File: src/sv/mig_pkg.sv
`timescale 1ns / 1ps
`default_nettype none
// ----------------------------------------------------------------------------
// mig_pkg
// shared constants, types and command/status structs for the inverter
// ----------------------------------------------------------------------------
package mig_pkg;

  localparam int DefMaxSize  = 8;
  localparam int DefFracBits = 16;
  localparam int DataW       = 32;
  localparam int SizeW       = 4;
  localparam int DivIters    = 64;

  typedef enum logic [2:0] {
    OP_NONE = 3'b001,
    OP_DIV  = 3'b010,
    OP_MSUB = 3'b100
  } op_t;

  typedef struct packed {
    logic  start;
    op_t   op;
    logic [DataW-1:0] a;
    logic [DataW-1:0] b;
    logic [DataW-1:0] c;
  } dp_cmd_t;

  typedef struct packed {
    logic             done;
    logic [DataW-1:0] res;
  } dp_sts_t;

  function automatic logic [DataW-1:0] sat32(input logic signed [65:0] v);
    logic [DataW-1:0] r;
    if (v > 66'sh7FFFFFFF) r = 32'h7FFFFFFF;
    else if (v < -66'sh80000000) r = 32'h80000000;
    else r = v[DataW-1:0];
    return r;
  endfunction

endpackage : mig_pkg
`default_nettype wire

File: src/sv/mig_datapath.sv
`timescale 1ns / 1ps
`default_nettype none
// ----------------------------------------------------------------------------
// mig_datapath
// shared arithmetic unit: restoring divider (one bit a cycle) and a
// multiply-subtract in three registered steps
// ----------------------------------------------------------------------------
module mig_datapath
  import mig_pkg::*;
#(
  parameter int FRAC_BITS = DefFracBits
) (
  input  wire logic    clk,
  input  wire logic    rst_n,
  input  wire dp_cmd_t cmd,
  output dp_sts_t      sts
);

  localparam int QW = DataW + FRAC_BITS + 1;
  localparam int XW = 66 - QW;

  typedef enum logic [4:0] {
    S_IDLE = 5'b00001,
    S_DIV  = 5'b00010,
    S_MUL  = 5'b00100,
    S_RND  = 5'b01000,
    S_SUB  = 5'b10000
  } dst_t;

  dst_t state_r, state_nxt;
  logic [6:0]          cnt_r, cnt_nxt;
  logic [QW-1:0]       num_r, num_nxt;
  logic [QW-1:0]       quo_r, quo_nxt;
  logic [DataW-1:0]    rem_r, rem_nxt;
  logic [DataW-1:0]    den_r, den_nxt;
  logic                neg_r, neg_nxt;
  logic [63:0]         prod_r, prod_nxt;
  logic [DataW-1:0]    acc_r, acc_nxt;
  logic [DataW-1:0]    res_r, res_nxt;
  logic                done_r, done_nxt;

  logic [DataW-1:0] ma, mb, mc;
  logic [DataW:0]   trial;
  logic [63:0]      rnd;
  logic signed [65:0] sq, sdiff;
  logic [63:0]      numer_full;

  assign ma = cmd.a[DataW-1] ? (~cmd.a + 1'b1) : cmd.a;
  assign mb = cmd.b[DataW-1] ? (~cmd.b + 1'b1) : cmd.b;
  assign mc = cmd.c[DataW-1] ? (~cmd.c + 1'b1) : cmd.c;
  assign numer_full = ({32'd0, ma} << FRAC_BITS) + {33'd0, mb[DataW-1:1]};

  always_comb begin
    trial = {rem_r, num_r[QW-1]};
    rnd   = (prod_r + (64'd1 << (FRAC_BITS - 1))) >> FRAC_BITS;
    sq    = neg_r ? -$signed({{XW{1'b0}}, quo_r}) :
                     $signed({{XW{1'b0}}, quo_r});
    sdiff = $signed({{34{acc_r[DataW-1]}}, acc_r}) -
            (neg_r ? -$signed({2'b00, prod_r}) : $signed({2'b00, prod_r}));
  end

  always_comb begin
    state_nxt = state_r;
    cnt_nxt = cnt_r; num_nxt = num_r; quo_nxt = quo_r; rem_nxt = rem_r;
    den_nxt = den_r; neg_nxt = neg_r; prod_nxt = prod_r; acc_nxt = acc_r;
    res_nxt = res_r; done_nxt = 1'b0;
    unique case (state_r)
      S_IDLE: begin
        if (cmd.start && cmd.op == OP_DIV) begin
          num_nxt   = QW'(numer_full);
          quo_nxt   = '0;
          rem_nxt   = '0;
          den_nxt   = mb;
          neg_nxt   = cmd.a[DataW-1] ^ cmd.b[DataW-1];
          cnt_nxt   = 7'(QW);
          state_nxt = S_DIV;
        end else if (cmd.start && cmd.op == OP_MSUB) begin
          prod_nxt  = {32'd0, mb} * {32'd0, mc};
          neg_nxt   = cmd.b[DataW-1] ^ cmd.c[DataW-1];
          acc_nxt   = cmd.a;
          state_nxt = S_RND;
        end
      end
      S_DIV: begin
        if (trial >= {1'b0, den_r}) begin
          rem_nxt = DataW'(trial - {1'b0, den_r});
          quo_nxt = {quo_r[QW-2:0], 1'b1};
        end else begin
          rem_nxt = trial[DataW-1:0];
          quo_nxt = {quo_r[QW-2:0], 1'b0};
        end
        num_nxt = {num_r[QW-2:0], 1'b0};
        cnt_nxt = cnt_r - 7'd1;
        if (cnt_r == 7'd1) state_nxt = S_SUB;
      end
      S_RND: begin
        prod_nxt  = rnd;
        state_nxt = S_MUL;
      end
      S_MUL: begin
        res_nxt   = sat32(sdiff);
        done_nxt  = 1'b1;
        state_nxt = S_IDLE;
      end
      S_SUB: begin
        res_nxt   = sat32(sq);
        done_nxt  = 1'b1;
        state_nxt = S_IDLE;
      end
      default: state_nxt = S_IDLE;
    endcase
  end

  always_ff @(posedge clk) begin
    if (!rst_n) begin
      state_r <= S_IDLE;
      done_r  <= 1'b0;
    end else begin
      state_r <= state_nxt;
      done_r  <= done_nxt;
    end
    cnt_r <= cnt_nxt; num_r <= num_nxt; quo_r <= quo_nxt; rem_r <= rem_nxt;
    den_r <= den_nxt; neg_r <= neg_nxt; prod_r <= prod_nxt; acc_r <= acc_nxt;
    res_r <= res_nxt;
  end

  assign sts.done = done_r;
  assign sts.res  = res_r;

endmodule : mig_datapath
`default_nettype wire

File: config.mk
export PLATFORM = sky130hd
export DESIGN_NAME = mig_datapath
export DESIGN_NICKNAME = d
export VERILOG_FILES = /design/src/sv/mig_pkg.sv /design/src/sv/mig_datapath.sv
export SDC_FILE = /design/constraint.sdc
export NUM_CORES = 2
export LEC_CHECK = 0
export BUFFER_PORTS_ARGS = -buffer_cell sky130_fd_sc_hd__buf_2
export CAP_MARGIN = 20
export CORE_AREA = 4 4 535 431
export DETAILED_ROUTE_END_ITERATION = 12
export DIE_AREA = 0 0 539 435
export GPL_ROUTABILITY_DRIVEN = 0
export PLACE_DENSITY = 0.48
export SYNTH_ARGS = -nofsm -noshare
export SYNTH_HDL_FRONTEND = slang
export SYNTH_SLANG_ARGS = --single-unit
File: constraint.sdc
create_clock -name clk -period 13.3 [get_ports clk]
set_clock_uncertainty 0.15 [all_clocks]
set_input_delay 2.66 -clock clk [delete_from_list [all_inputs] [get_ports clk]]
set_output_delay 2.66 -clock clk [all_outputs]
set_load 0.02 [all_outputs]
; ---- After elaboration in Yosys (flattened, before gate mapping)
; Index checks and enable logic that the tools add are counted.
[classes]
bitwise_logic = 6
multipliers = 1
reduce_logical = 13
div = 0
n_eq_ne = 13
addsub = 10
order_cmp = 5
n_mux = 30
shift = 0
[ops]
columns = op, count
row1 = 32-bit 2-to-1 mux, 9
row2 = 49-bit case mux with 2 select lines, 2
row3 = "66-bit by 32-bit greater-than comparator with 1-bit output, second input constant", 2
row4 = "66-bit by 32-bit less-than comparator with 1-bit output, second input constant", 2
row5 = 66-bit 2-to-1 mux, 2
row6 = 64-bit 2-to-1 mux, 2
row7 = 32-bit case mux with 2 select lines, 2
row8 = 64-bit case mux with 2 select lines, 1
row9 = 49-bit 2-to-1 mux, 2
row10 = "32-bit by 1-bit adder with 32-bit output, second input constant", 3
row11 = 32-bit inverter, 3
row12 = 49-bit negator with 66-bit output, 1
row13 = 64-bit negator with 66-bit output, 1
row14 = 32-bit by 66-bit subtractor with 66-bit output, 1
row15 = "64-bit by 16-bit adder with 64-bit output, second input constant", 1
row16 = 32-bit by 32-bit multiplier with 64-bit output, 1
row17 = 48-bit by 31-bit adder with 49-bit output, 1
row18 = 33-bit by 32-bit >= comparator with 1-bit output, 1
row19 = 32-bit subtractor, 1
row20 = 5-bit 2-to-1 mux, 3
row21 = 5-bit case mux with 3 select lines, 1
row22 = 7-bit case mux with 2 select lines, 1
row23 = "2-bit inequality test, second input constant", 4
row24 = 2-bit AND reduction, 4
row25 = 18 further kinds, 27
[totals]
inputBits = 102
n_memories = 0
out_inout_bits = 33
mem_bits_rw = 0
ff_bits = 304
latch_bits = 0
mem_bits_ro = 0

; ---- Depth between registers and ports, before layout
[depth]
word_depth = 7
mapped_depth = 41
depth_no_buf = 38

; ---- Least setup slack after synthesis
; No wires, ideal clock.
[synth_timing]
path_type = input to register
from = input cmd[0] in the netlist's numbering
to = register prod_r[62] (data pin)
setup_time_ps = 263
required_time_ps = 12887
path_stages = 35
arrival_time_ps = 13103
setup_slack_ps = -216
cell_sequence = buf_2 > or3_1 > or4_1 > or4_1 > or3_1 > or3_1 > or4_4 > o41a_1 > xor2_1 > buf_2 > nand2_1 > fa_1 > inv_1 > fa_1 > fa_1 > fa_1 > fa_1 > fa_1 > fa_1 > inv_1 > fa_1 > inv_1 > ha_1 > and2_1 > and3_1 > a221o_1 > nand3_1 > nand2_1 > a31oi_1 > o21ai_0 > o21ai_0 > o211ai_1 > a31oi_1 > o21ai_0 > mux2i_1
[synth_via]
elab_chain_len = 7
[synth_lines]
columns = item, line
row1 = "start, declared", mig_datapath.sv:15  ; input wire dp_cmd_t cmd,
row2 = 32-bit inverter, mig_datapath.sv:50  ; assign mc = cmd.c[DataW-1] ? (~cmd.c + 1'b1) : cmd.c;
row3 = 32-bit by 1-bit adder with 32-bit output, mig_datapath.sv:50
row4 = 32-bit 2-to-1 mux *, mig_datapath.sv:50
row5 = 32-bit by 32-bit multiplier with 64-bit output *, mig_datapath.sv:78  ; prod_nxt = {32'd0, mb} * {32'd0, mc};
row6 = 64-bit 2-to-1 mux *, mig_datapath.sv:77  ; end else if (cmd.start && cmd.op == OP_MSUB) begin
row7 = 64-bit 2-to-1 mux *, mig_datapath.sv:69  ; if (cmd.start && cmd.op == OP_DIV) begin
row8 = 64-bit case mux with 2 select lines *, mig_datapath.sv:67  ; unique case (state_r)
row9 = "end signal, assigned", mig_datapath.sv:123  ; den_r <= den_nxt; neg_r <= neg_nxt; prod_r <= prod_nxt; acc_r <= acc_nxt;
row10 = "end, declared", mig_datapath.sv:37  ; logic [63:0] prod_r, prod_nxt;
; Every way passes the cells marked *; elsewhere a longest branch is shown, timed or not. The select of a mux whose other input is x is not followed.
; A chain may end at the register's enable or synchronous reset.

; ---- Worst setup path after layout
[layout_timing]
from = input cmd[2] in the netlist's numbering
to = register prod_r[61] (data pin)
; The elaborated chain is that of the path after synthesis.

==> run_results.csv <==
group,metric,value,unit
finish,drive_above_1_share,0.105,
setup_path,r2r_cells,21,
setup_path,worstSetupStartpointType,"primary input",
setup_path,critical_path.max_fanout,5,
floorplanning,start_util,0.249,
yosys,synth_top_family_by_area,"adder cells",
finish,fillers,24100,
worst_hold_path,min_path_type,"reg2reg",
timing,worst_slew_pin_slew,1.18,ns
finish,syn2layout_area_growth,15.0,%
finish,regArea,9070,um^2
timing,fin_setup_tns,0,ns
yosys,synth_mux_area_frac,0.00628,
worst_hold_path,min_to,"num_r[22]$_DFFE_PP_",
clocking,clock_path_buffers,3,
clocking,clk_pin_slew,0.06,ns
worst_hold_path,hold_start,"num_r[21]$_DFFE_PP_",
yosys,ys_ff_latch,304,
setup_path,critical_path_class,"in2reg",
drt,route.detailed.drc,0,
setup_path,timing.critical_path.mode_cell,"fa_1",
yosys,synth_seq_area_share,0.161,
timing,relSlewSlack,0.207,
timing,setup_viol,0,
place,dp.cells,9673,
grt,grt_first_pass_wirelength,311,mm
drt,wl_per_cell,21.3,um
clocking,cts_sinks,304,
floorplanning,num_rows,156,
yosys,synth_edf_count,298,
place,io_buffers,134,
floorplanning,die_y,435,um
yosys,synth.distinct_cells,88,
grt,antenna_found_initial,18,
yosys,yosysWarnings,0,
grt,grt_pass1_vias,46700,
setup_path,end_kind,"flip-flop",
timing,period_needed,12.95,ns
run,maxCapViolCount,0,
setup_path,critPathArrivalTime,13.10,ns
floorplanning,core_area,225000,um^2
finish,multiInputGateArea,42400,um^2
floorplanning,dieArea,234000,um^2
finish,fin_nets,8099,
floorplanning,die_w,539,um
drt,vias_per_cell,4.80,
yosys,syn-num-nets,7827,
status,status,"complete, no violations",
drt,antenna_left,0,
yosys,synthArstFlopShare,0,
timing,final-max-slew-violation-count,0,
setup_path,rrSetupSlack,5.06,ns
clocking,cts_tree,"done",
yosys,synthXorXnorAreaFrac,0.0656,
finish,instances_no_fill,9756,
worst_hold_path,hold_depth,2,
clocking,clk_latency,0.57,ns
yosys,yosys.area_share.adder,0.406,
clocking,cts_root_buffer,"clkbuf_16",
floorplanning,io_pins,135,
timing,hold_viol,0,
yosys,synth-main-ff-cell,"edfxtp_1",
clocking,htree_levels,2,
drt,wirelength,208,mm
grt,grt_max_degree,75,
setup_path,cp.required,13.44,ns
timing,period_share,0.974,
yosys,synth_compound_area_frac,0.105,
drt,via_count,46900,
yosys,yosys.area_share.simple,0.162,
drt,dr.pass1.iters,8,
yosys,syn_area,56200,um^2
yosys,syn_avg_cell_area,8.72,um^2
clocking,cts_made_buffers,37,
setup_path,crit_path_max_incr_delay,0.60,ns
setup_path,r2r-start,"prod_r[11]$_DFFE_PP_",
setup_path,cpMaxStageDelayCell,"or4_4",
grt,track_usage,0.174,
drt,drt-initial-drc-count,4239,
timing,fmax,77.2,MHz
grt,overflow,0,
setup_path,r2r_end,"res_r[1]$_DFFE_PP_",
place,place.detailed.hpwl,173,mm
yosys,syn_inst,6442,
==> layout by cell type (no fill, tap or decap), types with 38 or more instances in the layout <==
cell,Yosys,final
xor2_1,209,181
xnor2_1,205,188
edfxtp_1,298,298
nand4_1,53,53
nor2_1,841,839
buf_2,11,134
nor3_1,59,59
ha_1,384,379
buf_4,10,380
nand3_1,80,79
and2_1,75,75
nand2_1,721,719
inv_1,1077,1077
fa_1,899,896
o31ai_1,69,69
nand2b_1,45,45
a21o_1,83,83
o21ai_0,207,201
or3_1,39,38
a21oi_1,299,296
==> state kept, by name, summed over array words and instances, names as in the netlist <==
register / count
num_r: 49
acc_r: 32
den_r: 32
prod_r: 64
res_r: 32
neg_r: 1
state_r: 5
rem_r: 32
done_r: 1
quo_r: 49
cnt_r: 7
==> synth_stat cells (10+ instances only) <==
library cell | count | area (um^2)
o21a_1 | 25 | 188
nand4_1 | 53 | 332
a31oi_1 | 25 | 156
clkbuf_1 | 279 | 1050
and2_1 | 75 | 469
and3_1 | 32 | 200
nor2_1 | 841 | 3160
or4_1 | 31 | 233
mux2i_1 | 33 | 330
o21bai_1 | 23 | 173
nor2b_1 | 29 | 181
buf_2 | 11 | 55.1
ha_1 | 384 | 4800
buf_4 | 10 | 75.1
o211ai_1 | 21 | 158
nor4_1 | 31 | 194
a21boi_0 | 15 | 113
o21ai_0 | 207 | 1040
a21oi_1 | 299 | 1500
inv_1 | 1077 | 4040
xnor2_1 | 205 | 1800
fa_1 | 899 | 18000
o41ai_1 | 31 | 272
nand3_1 | 80 | 400
a211oi_1 | 24 | 180
nor3_1 | 59 | 295
edfxtp_1 | 298 | 8950
or3_1 | 39 | 244
o31ai_1 | 69 | 518
nand2_1 | 721 | 2710
o31a_1 | 10 | 87.6
a21o_1 | 83 | 623
nand2b_1 | 45 | 282
xor2_1 | 209 | 1830
==> layer usage <==
metal / vias to the layer above / GRT usage / wire [um]
li1: 21200 / - / -
met1: 23600 / 0.265 / 99100
met2: 1884 / 0.244 / 83100
met3: 226 / 0.0426 / 20400
met4: 10 / 0.0384 / 4980
met5: - / 0 / 48
==> kinds of logic after synthesis <==
| family | after synthesis |
|---|---|
| adder cells (fa/ha/maj) | 1283 |
| flip-flops | 304 |
| AO/OA/AOI/OAI | 929 |
| XOR/XNOR | 417 |
| AND/OR/NAND/NOR | 2085 |
| buffers and inverters | 1389 |
| multiplexers | 35 |
==> metrics by stage <==
| stage | cell area (um^2) | utilization | hold slack, ns | setup WS (ns) |
|---|---|---|---|---|
| 5_1_grt | 64500 | 0.287 | 0.387 | -0.0246 |
| 6_report | 64600 | 0.287 | 0.371 | 0.346 |
| 3_3_place_gp | 63000 | 0.280 | 0.354 | -0.495 |
| 3_5_place_dp | 63100 | 0.280 | 0.357 | -0.584 |
| 2_1_floorplan | 56200 | - | 0.334 | -0.0415 |
| 4_1_cts | 64300 | 0.285 | 0.367 | 0.00604 |
==> worst max-delay path: cells and delay by family <==
kind	cells	cell delay, ns
compound gates	7	1.48
fa+ha+maj	9	4.51
xor+xnor	2	0.39
simple gates	9	2.96
buf+inv	9	1.10
==> how the worst max path moves through the flow <==
stage,startpoint,to,slack (ns)
after floorplan,cmd[0],prod_r[58]$_SDFFCE_PP0P_,-0.04
after global placement,cmd[2],prod_r[58]$_SDFFCE_PP0P_,-0.50
after detailed placement,cmd[2],prod_r[58]$_SDFFCE_PP0P_,-0.58
after CTS,cmd[2],prod_r[58]$_SDFFCE_PP0P_,0.006
after global routing,cmd[2],prod_r[63]$_SDFFCE_PP0P_,-0.02
final,cmd[2],prod_r[61]$_SDFFCE_PP0P_,0.35
==> final cells by class <==
class / instances / area share
Clock buffer: 46 / 0.0155
Sequential cell: 304 / 0.140
Timing Repair Buffer: 539 / 0.0621
Inverter: 1083 / 0.0630
Multi-Input combinational cell: 4749 / 0.657
Tap cell: 3002 / 0.0582
Clock inverter: 20 / 0.00376
Antenna cell: 13 / 0.000504
==> what timing repair did <==
action / in CTS / in global routing
hold buffers: 0 / 0
setup endpoints to repair: 0 / 20
buffers inserted: 0 / 3
gates resized for setup: 0 / 38
Power is not shown: default switching activity piles up to over one toggle a cycle in this logic, so the estimate is an artifact.
